### src/sv/mh2_pkg.sv
`default_nettype none

package mh2_pkg;

    localparam logic [31:0] MIX_MUL     = 32'h5bd1e995;
    localparam int unsigned MIX_SHIFT   = 24;
    localparam int unsigned FIN_SHIFT_A = 13;
    localparam int unsigned FIN_SHIFT_B = 15;

    typedef enum logic [2:0] {
        OP_NONE,
        OP_K1,
        OP_K2,
        OP_HMIX,
        OP_TAIL,
        OP_FIN1
    } mh2_op_t;

    typedef struct packed {
        logic    load;
        logic    first;
        mh2_op_t op;
        logic    out_load;
    } mh2_cmd_t;

    // bytes at and above the count are dropped; counts above four act as a full word
    function automatic logic [31:0] word_mask(input logic [2:0] n);
        logic [31:0] m;
        if (n[2]) begin
            m = 32'hffffffff;
        end else begin
            unique case (n[1:0])
                2'd0: m = 32'h00000000;
                2'd1: m = 32'h000000ff;
                2'd2: m = 32'h0000ffff;
                2'd3: m = 32'h00ffffff;
                default: m = 32'h00000000;
            endcase
        end
        return m;
    endfunction

endpackage

`default_nettype wire

### src/sv/mh2_datapath.sv
`default_nettype none

module mh2_datapath
    import mh2_pkg::*;
(
    input  wire logic        aclk,
    input  wire logic        aresetn,
    input  wire logic        cfg_we,
    input  wire logic [31:0] cfg_wdata,
    input  wire mh2_cmd_t    cmd,
    input  wire logic [31:0] data_word,
    input  wire logic [2:0]  byte_count,
    input  wire logic [31:0] key_length,
    output logic      [31:0] hash_value
);

    logic [31:0] seed_reg, seed_next;
    logic [31:0] h_reg, h_next;
    logic [31:0] k_reg, k_next;
    logic [31:0] out_reg, out_next;
    logic [31:0] mul_a;
    logic [31:0] product;

    assign product    = mul_a * MIX_MUL;
    assign hash_value = out_reg;

    always_comb begin
        seed_next = cfg_we ? cfg_wdata : seed_reg;
        h_next    = h_reg;
        k_next    = k_reg;
        out_next  = out_reg;
        mul_a     = k_reg;

        unique case (cmd.op)
            OP_NONE: begin
                mul_a = k_reg;
            end
            OP_K1: begin
                mul_a  = k_reg;
                k_next = product;
            end
            OP_K2: begin
                mul_a  = k_reg ^ (k_reg >> MIX_SHIFT);
                k_next = product;
            end
            OP_HMIX: begin
                mul_a  = h_reg;
                h_next = product ^ k_reg;
            end
            OP_TAIL: begin
                mul_a  = h_reg ^ k_reg;
                h_next = product;
            end
            OP_FIN1: begin
                mul_a  = h_reg ^ (h_reg >> FIN_SHIFT_A);
                h_next = product;
            end
            default: begin
                mul_a = k_reg;
            end
        endcase

        if (cmd.load) begin
            h_next = cmd.first ? (seed_reg ^ key_length) : h_reg;
            k_next = data_word & word_mask(byte_count);
        end

        if (cmd.out_load) begin
            out_next = h_reg ^ (h_reg >> FIN_SHIFT_B);
        end
    end

    always_ff @(posedge aclk) begin
        if (!aresetn) begin
            seed_reg <= '0;
        end else begin
            seed_reg <= seed_next;
        end
    end

    always_ff @(posedge aclk) begin
        h_reg   <= h_next;
        k_reg   <= k_next;
        out_reg <= out_next;
    end

endmodule

`default_nettype wire

### src/sv/mh2_ctrl.sv
`default_nettype none

module mh2_ctrl
    import mh2_pkg::*;
(
    input  wire logic       aclk,
    input  wire logic       aresetn,
    input  wire logic       s_valid,
    output logic            s_ready,
    input  wire logic [2:0] s_byte_count,
    input  wire logic       s_is_last,
    output logic            m_valid,
    input  wire logic       m_ready,
    output mh2_cmd_t        cmd
);

    typedef enum logic [6:0] {
        ST_IDLE = 7'b0000001,
        ST_K1   = 7'b0000010,
        ST_K2   = 7'b0000100,
        ST_HMIX = 7'b0001000,
        ST_TAIL = 7'b0010000,
        ST_FIN1 = 7'b0100000,
        ST_FIN2 = 7'b1000000
    } state_t;

    state_t state_reg, state_next;
    logic   in_key_reg, in_key_next;
    logic   last_reg, last_next;
    logic   out_valid_reg, out_valid_next;

    assign s_ready = (state_reg == ST_IDLE);
    assign m_valid = out_valid_reg;

    always_comb begin
        state_next     = state_reg;
        in_key_next    = in_key_reg;
        last_next      = last_reg;
        out_valid_next = out_valid_reg && !m_ready;
        cmd            = '{load: 1'b0, first: 1'b0, op: OP_NONE, out_load: 1'b0};

        unique case (state_reg)
            ST_IDLE: begin
                if (s_valid) begin
                    cmd.load    = 1'b1;
                    cmd.first   = !in_key_reg;
                    last_next   = s_is_last;
                    in_key_next = !s_is_last;
                    if (s_byte_count[2]) begin
                        state_next = ST_K1;
                    end else if (s_byte_count != 3'd0) begin
                        state_next = ST_TAIL;
                    end else if (s_is_last) begin
                        state_next = ST_FIN1;
                    end
                end
            end
            ST_K1: begin
                cmd.op     = OP_K1;
                state_next = ST_K2;
            end
            ST_K2: begin
                cmd.op     = OP_K2;
                state_next = ST_HMIX;
            end
            ST_HMIX: begin
                cmd.op     = OP_HMIX;
                state_next = last_reg ? ST_FIN1 : ST_IDLE;
            end
            ST_TAIL: begin
                cmd.op     = OP_TAIL;
                state_next = last_reg ? ST_FIN1 : ST_IDLE;
            end
            ST_FIN1: begin
                cmd.op     = OP_FIN1;
                state_next = ST_FIN2;
            end
            ST_FIN2: begin
                if (!out_valid_reg || m_ready) begin
                    cmd.out_load   = 1'b1;
                    out_valid_next = 1'b1;
                    state_next     = ST_IDLE;
                end
            end
            default: begin
                state_next = ST_IDLE;
            end
        endcase
    end

    always_ff @(posedge aclk) begin
        if (!aresetn) begin
            state_reg     <= ST_IDLE;
            in_key_reg    <= 1'b0;
            last_reg      <= 1'b0;
            out_valid_reg <= 1'b0;
        end else begin
            state_reg     <= state_next;
            in_key_reg    <= in_key_next;
            last_reg      <= last_next;
            out_valid_reg <= out_valid_next;
        end
    end

endmodule

`default_nettype wire

### src/sv/murmur2_hash_32_unit.sv
// Flow: a word is taken in IDLE; with 4 or more bytes it then passes K1, K2 and HMIX,
// with 1..3 bytes TAIL, and with 0 bytes no mix step (one shared 32x32 multiplier).
// A last word then runs FIN1 and FIN2; FIN2 waits while an earlier result is not taken,
// then loads the result and sets m_valid; the result register frees the input side.
// Reset: aresetn (synchronous, active low) clears the seed to 0, the controller and m_valid.
`default_nettype none

module murmur2_hash_32_unit
    import mh2_pkg::*;
(
    input  wire logic        aclk,
    input  wire logic        aresetn,
    input  wire logic        cfg_we,
    input  wire logic [31:0] cfg_wdata,
    input  wire logic        s_valid,
    output logic             s_ready,
    input  wire logic [31:0] s_data_word,
    input  wire logic [2:0]  s_byte_count,
    input  wire logic        s_is_last,
    input  wire logic [31:0] s_key_length,
    output logic             m_valid,
    input  wire logic        m_ready,
    output logic      [31:0] m_hash_value
);

    mh2_cmd_t cmd;

    mh2_ctrl u_ctrl (
        .aclk         (aclk),
        .aresetn      (aresetn),
        .s_valid      (s_valid),
        .s_ready      (s_ready),
        .s_byte_count (s_byte_count),
        .s_is_last    (s_is_last),
        .m_valid      (m_valid),
        .m_ready      (m_ready),
        .cmd          (cmd)
    );

    mh2_datapath u_datapath (
        .aclk       (aclk),
        .aresetn    (aresetn),
        .cfg_we     (cfg_we),
        .cfg_wdata  (cfg_wdata),
        .cmd        (cmd),
        .data_word  (s_data_word),
        .byte_count (s_byte_count),
        .key_length (s_key_length),
        .hash_value (m_hash_value)
    );

endmodule

`default_nettype wire

### config.mk
export PLATFORM = sky130hd
export DESIGN_NAME = murmur2_hash_32_unit
export DESIGN_NICKNAME = d
export VERILOG_FILES = /design/src/sv/mh2_pkg.sv /design/src/sv/mh2_datapath.sv /design/src/sv/mh2_ctrl.sv /design/src/sv/murmur2_hash_32_unit.sv
export SDC_FILE = /design/constraint.sdc
export NUM_CORES = 1
export LEC_CHECK = 0
export BUFFER_PORTS_ARGS = -buffer_cell sky130_fd_sc_hd__buf_4
export CORE_ASPECT_RATIO = 0.9
export CORE_MARGIN = 2
export CORE_UTILIZATION = 55
export CTS_BUF_LIST = sky130_fd_sc_hd__clkbuf_8
export DETAILED_ROUTE_END_ITERATION = 10
export PLACE_DENSITY = 0.79
export SETUP_SLACK_MARGIN = 0.5
export SYNTH_ARGS = -nofsm -noshare
export SYNTH_HDL_FRONTEND = slang
export SYNTH_SLANG_ARGS = --single-unit
### constraint.sdc
create_clock -name aclk -period 8.4 [get_ports aclk]
set_input_delay 0.42 -clock aclk [delete_from_list [all_inputs] [get_ports aclk]]
set_output_delay 0.42 -clock aclk [all_outputs]
set_load 0.1 [all_outputs]
# Word level (Yosys, flattened, before mapping)
# Index checks and enable logic that the tools add are counted.
[op_classes]
addsub = 0
n_mul = 1
n_div = 0
magnitude_cmp = 0
n_eq_ne = 19
shift = 0
muxes = 23
n_bitwise = 7
reduce_logical = 16
[ops]
columns = ["op", "n"]
rows = [
  ["one-hot mux 32 bit (4 select lines)", 2],
  ["two-way mux 32 bit", 6],
  ["XOR 32 bit", 3],
  ["one-hot mux 32 bit (2 select lines)", 1],
  ["one-hot mux 7 bit (6 select lines)", 1],
  ["two-way mux 7 bit", 5],
  ["AND 32 bit", 1],
  ["multiplier 32 x 31 -> 32 bit (second input constant)", 1],
  ["XOR 32 x 17 -> 32 bit", 1],
  ["XOR 32 x 19 -> 32 bit", 1],
  ["XOR 32 x 8 -> 32 bit", 1],
  ["one-hot mux 3 bit (5 select lines)", 1],
  ["equality test 7 x 1 -> 1 bit (second input constant)", 1],
  ["equality test 7 x 2 -> 1 bit (second input constant)", 1],
  ["equality test 7 x 3 -> 1 bit (second input constant)", 1],
  ["equality test 7 x 4 -> 1 bit (second input constant)", 1],
  ["equality test 7 x 5 -> 1 bit (second input constant)", 1],
  ["equality test 7 x 6 -> 1 bit (second input constant)", 1],
  ["equality test 7 bit (second input constant)", 1],
  ["equality test 3 x 2 -> 1 bit (second input constant)", 2],
  ["equality test 3 bit (second input constant)", 2],
  ["two-way mux 6 bit", 1],
  ["nonzero test 3 bit", 2],
  ["OR reduction 2 bit", 3],
  ["other kinds (15)", 25],
]
[totals]
register_bits = 138
latchBits = 0
mem_bits_rw = 0
mem_bits_ro = 0
elab_cells = 74
mem_count = 0

# Longest topological paths before layout
[logic_depth]
word_depth = 8
ltp_mapped = 37
ltp_nobuf = 34

# By module
# From an unflattened synthesis, not the netlist that was laid out.
[hier_totals]
hier_cells = 1723
hier_area_um2 = 16866.2
[modules_own_cells]
columns = ["mod", "instances", "cells_per_inst", "area_per_inst_um2"]
rows = [
  ["mh2_datapath", 1, 1646, 16200.5],
  ["mh2_ctrl", 1, 77, 665.6],
]

# Least setup slack after synthesis
# No wires, ideal clock.
[synth_path]
kind = "flip-flop to flip-flop"
from = "register u_ctrl.state_reg[0]"
to = "register u_datapath.h_reg[31] (data pin)"
setup_time_ps = 260
t_arrival_ps = 8832
t_required_ps = 8140
path_slack_ps = -692
stages_incl_launch_ff = 32
n_path_buf = 3
period_less_slack_ps = 9092
path_cell_list = "dfxtp_1 or4_1 buf_2 nor4_4 clkbuf_1 clkbuf_1 a21oi_1 a21oi_1 nor2_1 a21oi_1 fa_1 ha_1 inv_1 fa_1 fa_1 fa_1 inv_1 fa_1 fa_1 inv_1 fa_1 inv_1 ha_1 a21oi_1 o21bai_1 a2111oi_0 o221ai_1 a31oi_1 o21ai_0 a21o_1 xnor3_1 mux2_2"
[synth_between]
elab_chain_cells = 8
word_cells_on_any_way = 18
classes_between = "1 x mul; 10 x eq/ne; 5 x mux; 1 x bitwise; 1 x reduce/logical"
[synth_lines]
columns = ["element", "line", "rtl"]
rows = [
  ["start, declared", "mh2_ctrl.sv:27", "state_t state_reg, state_next;"],
  ["start signal, assigned", "mh2_ctrl.sv:98", "state_reg <= state_next;"],
  ["equality test 7 x 6 -> 1 bit (tied with other cells)", "mh2_ctrl.sv:42", "unique case (state_reg)"],
  ["one-hot mux 3 bit (5 select lines)", "mh2_ctrl.sv:42", ""],
  ["equality test 3 bit or equality test 3 x 2 -> 1 bit (tied branches)", "mh2_datapath.sv:34", "unique case (cmd.op)"],
  ["one-hot mux 32 bit (4 select lines)", "mh2_datapath.sv:34", ""],
  ["multiplier 32 x 31 -> 32 bit", "mh2_datapath.sv:24", "assign product = mul_a * MIX_MUL;"],
  ["XOR 32 bit", "mh2_datapath.sv:48", "h_next = product ^ k_reg;"],
  ["one-hot mux 32 bit (2 select lines)", "mh2_datapath.sv:34", ""],
  ["two-way mux 32 bit *", "mh2_datapath.sv:63", "if (cmd.load) begin"],
  ["net u_datapath.h_next[31]", "mh2_datapath.sv:18", "logic [31:0] h_reg, h_next;"],
  ["end signal, assigned", "mh2_datapath.sv:82", "h_reg <= h_next;"],
  ["end, declared", "mh2_datapath.sv:18", ""],
]
# The timed path passes the listed nets; every way through them passes the cells marked *.
# A chain may end at the register's enable or synchronous reset.

# Worst setup path after layout
[layout_path]
from = "register u_ctrl.state_reg[0]"
to = "register u_datapath.h_reg[29] (data pin)"
# Same word-level chain as after synthesis.

==> results.md <==
- Max incr delay on CP: 0.57 ns
- Worst Skew: 0.0191 ns
- Seq cells post-synth: 138
- Nets: 2501
- # rows: 60
- Avg Inst Size Synth: 9.72 sq um
- Setup crit start kind: flop
- Total area of sequential cells: 3730 sq um
- GRT overflow: 0
- Largest net degree at the start of global routing: 65
- Area Overhead vs Synth: 26.3%
- Total placed instance area: 19000 sq um
- Die Ht: 168 um
- Met2 Use GR: 50.5%
- Pre-antenna DRT Iters: 5
- Final GP Congestion: 0.954
- Most frequent cells in the layout: 345 x inv_1, 311 x buf_4, 190 x ha_1
- Final period demand of the worst path: 8.31 ns
- H-tree levels: 4
- Setup violators final: 0
- Crit Path Max Fanout: 7
- Met1 usage: 45.7%
- Core ar.: 29700 sq um
- Vias per cell: 5.58
- Share of cells above drive strength 1: 26.1%
- Met3 usage: 9.73%
- Hold Path Class: primary input to flop
- Clock insertion delay at the later pin of the skew report: 0.45 ns
- Clock Tree Root: clkbuf_8
- Status: completed
- Synth warn: 0
- Initial antenna violation count: 3
- DRC: 0
- TritonCTS clock tree: done
- Max clock buf depth: 2
- Area of the multi-input gates: 11900 sq um
- Tot GR Track Use: 33.1%
- CP Capture Type: flop
- Mapped Cells: 1690
- Via count: 13500
- Clk slew on worst S/H paths: 0.08 ns
- Ports: 139
- Final Cycle Share: 98.9%
- Final Cell Area: 20700 sq um
- Number of synthesized flops with an enable pin: 96
- Chip width: 186 um
- Most used cell, CP: fa_1
- Seq/Total Area, Yosys: 22.7%
- Clock sink total: 138
- Slew HR: 45.0%
- HPWL Detailed: 40300 um
- Library cells used by synthesis: 62
- Syn Nets: 2188
- Post-synthesis cell area: 16400 sq um
- Max_cap viols: 0
- Fin cells: 2420
- TritonCTS Buffers: 17
- Initial drt markers: 1391
- Setup CP Type: flop to flop
- RSZ-0062 raised after global routing: yes
- Worst Max-Slew Pin Slew: 0.822 ns
- Starting Density: 55.4%
- Placed Instances: 2314
- WP data arrival: 8.49 ns
- DIE AREA: 31300 sq um
- Slowest-stage cell, CP: or4_4
- Synth Flop Type: edfxtp_1
- Async SR Flop Fraction: 0%
- IO Port Bufs: 138
- Pins Over Slew Limit: 0
- Commonest non-fill, non-tap cell in the layout: inv_1
- CP required: 8.57 ns
- First-pass GRT wire length: 77200 um
- Fmax achieved: 0.120 GHz
- Filler cell count: 2121
- DRT antenna net count: 0
- Post-Route WL: 51200 um
- Hold Vio Cnt, Final: 0
- Vias in the first global route: 13800
- GRT busiest layer: met2
- Routed len/inst: 21.1 um
-- cell usage after synthesis, drive strengths merged (4+ instances only) --
cell type | instances | area (sq um)
a211o | 4 | 35.0
a22o | 12 | 105
o211ai | 9 | 72.6
nor4 | 6 | 67.6
o221ai | 8 | 70.1
a21boi | 5 | 37.5
dfxtp | 42 | 841
a21oi | 81 | 405
nor3 | 8 | 40.0
ha | 215 | 2690
nand3 | 26 | 130
o211a | 6 | 60.1
edfxtp | 96 | 2880
and3 | 5 | 31.3
fa | 178 | 3560
o21ai | 71 | 355
nor2 | 55 | 209
o21a | 7 | 52.6
xor3 | 5 | 120
a31oi | 5 | 31.3
xor2 | 74 | 648
inv | 363 | 1360
a22oi | 12 | 90.1
a21o | 17 | 128
mux2 | 4 | 45.0
buf | 12 | 56.3
nor2b | 36 | 225
nand2b | 9 | 56.3
mux2i | 32 | 320
o21bai | 5 | 37.5
clkbuf | 43 | 163
nor3b | 5 | 37.5
nand2 | 114 | 428
a311oi | 13 | 114
xnor2 | 68 | 596
-- logic make-up after synthesis --
family | share of synthesized area (%)
multiplexers | 2.22
AO/OA/AOI/OAI | 10.8
flip-flops | 22.7
XOR/XNOR | 8.44
adder cells (fa/ha/maj) | 38.1
buffers and inverters | 9.63
AND/OR/NAND/NOR | 8.16
-- stage by stage --
step / utilization [%] / hold WS [ns] / setup slack, ns / setup TNS [ns]
floorplan: - / 0.424 / -0.0531 / -0.0531
global placement: 64.0 / 0.477 / 0.0832 / 0
detailed placement: 64.0 / 0.500 / -0.0688 / -0.0688
CTS: 68.3 / 0.177 / 0.131 / 0
global route: 70.0 / 0.185 / -0.172 / -0.812
finish: 70.0 / 0.209 / 0.0887 / 0
-- path summary, 6_finish.rpt --
kind	slack, ns	end	cells after the start	startpoint
setup / recovery	0.09	u_datapath.h_reg[29]$_DFFE_PP_	40	u_ctrl.state_reg[0]$_SDFFE_PN1P_
hold / removal	0.21	u_ctrl.state_reg[4]$_SDFFE_PN0P_	2	s_byte_count[2]
setup reg to reg	0.09	u_datapath.h_reg[29]$_DFFE_PP_	40	u_ctrl.state_reg[0]$_SDFFE_PN1P_
hold reg to reg	0.50	u_ctrl.last_reg$_SDFFE_PN0P_	2	u_ctrl.last_reg$_SDFFE_PN0P_
-- cell type report --
class | count | share of cell area, %
clock inverters | 12 | 0.519
repair buffers | 349 | 13.8
flip-flops and latches | 138 | 18.0
well taps | 403 | 2.43
clock buffers | 20 | 1.33
multi-input cells | 1134 | 57.3
diodes | 1 | 0.0121
inverters | 363 | 6.58
-- metal layers --
metal	wire length [um]	up-vias
li1	-	6161
met5	18	-
met3	5330	96
met1	21300	6607
met4	1480	2
met2	23000	628
-- critical path: cells and delay by family, from the launching register on --
kind	cells	cell delay, ns
flops	1	0.35
xor+xnor	2	0.39
buf+inv	17	1.59
compound gates	6	0.80
fa+ha+maj	9	3.67
simple gates	6	1.21
-- repair_timing --
action,in CTS,in global routing
resized for setup,120,68
endpoints found under the setup margin,24,31
hold buffers,0,0
pin swaps,108,53
cloned,1,0
setup buffers,46,26
Power is not shown: default switching activity piles up to over one toggle a cycle in this logic, so the estimate is an artifact.
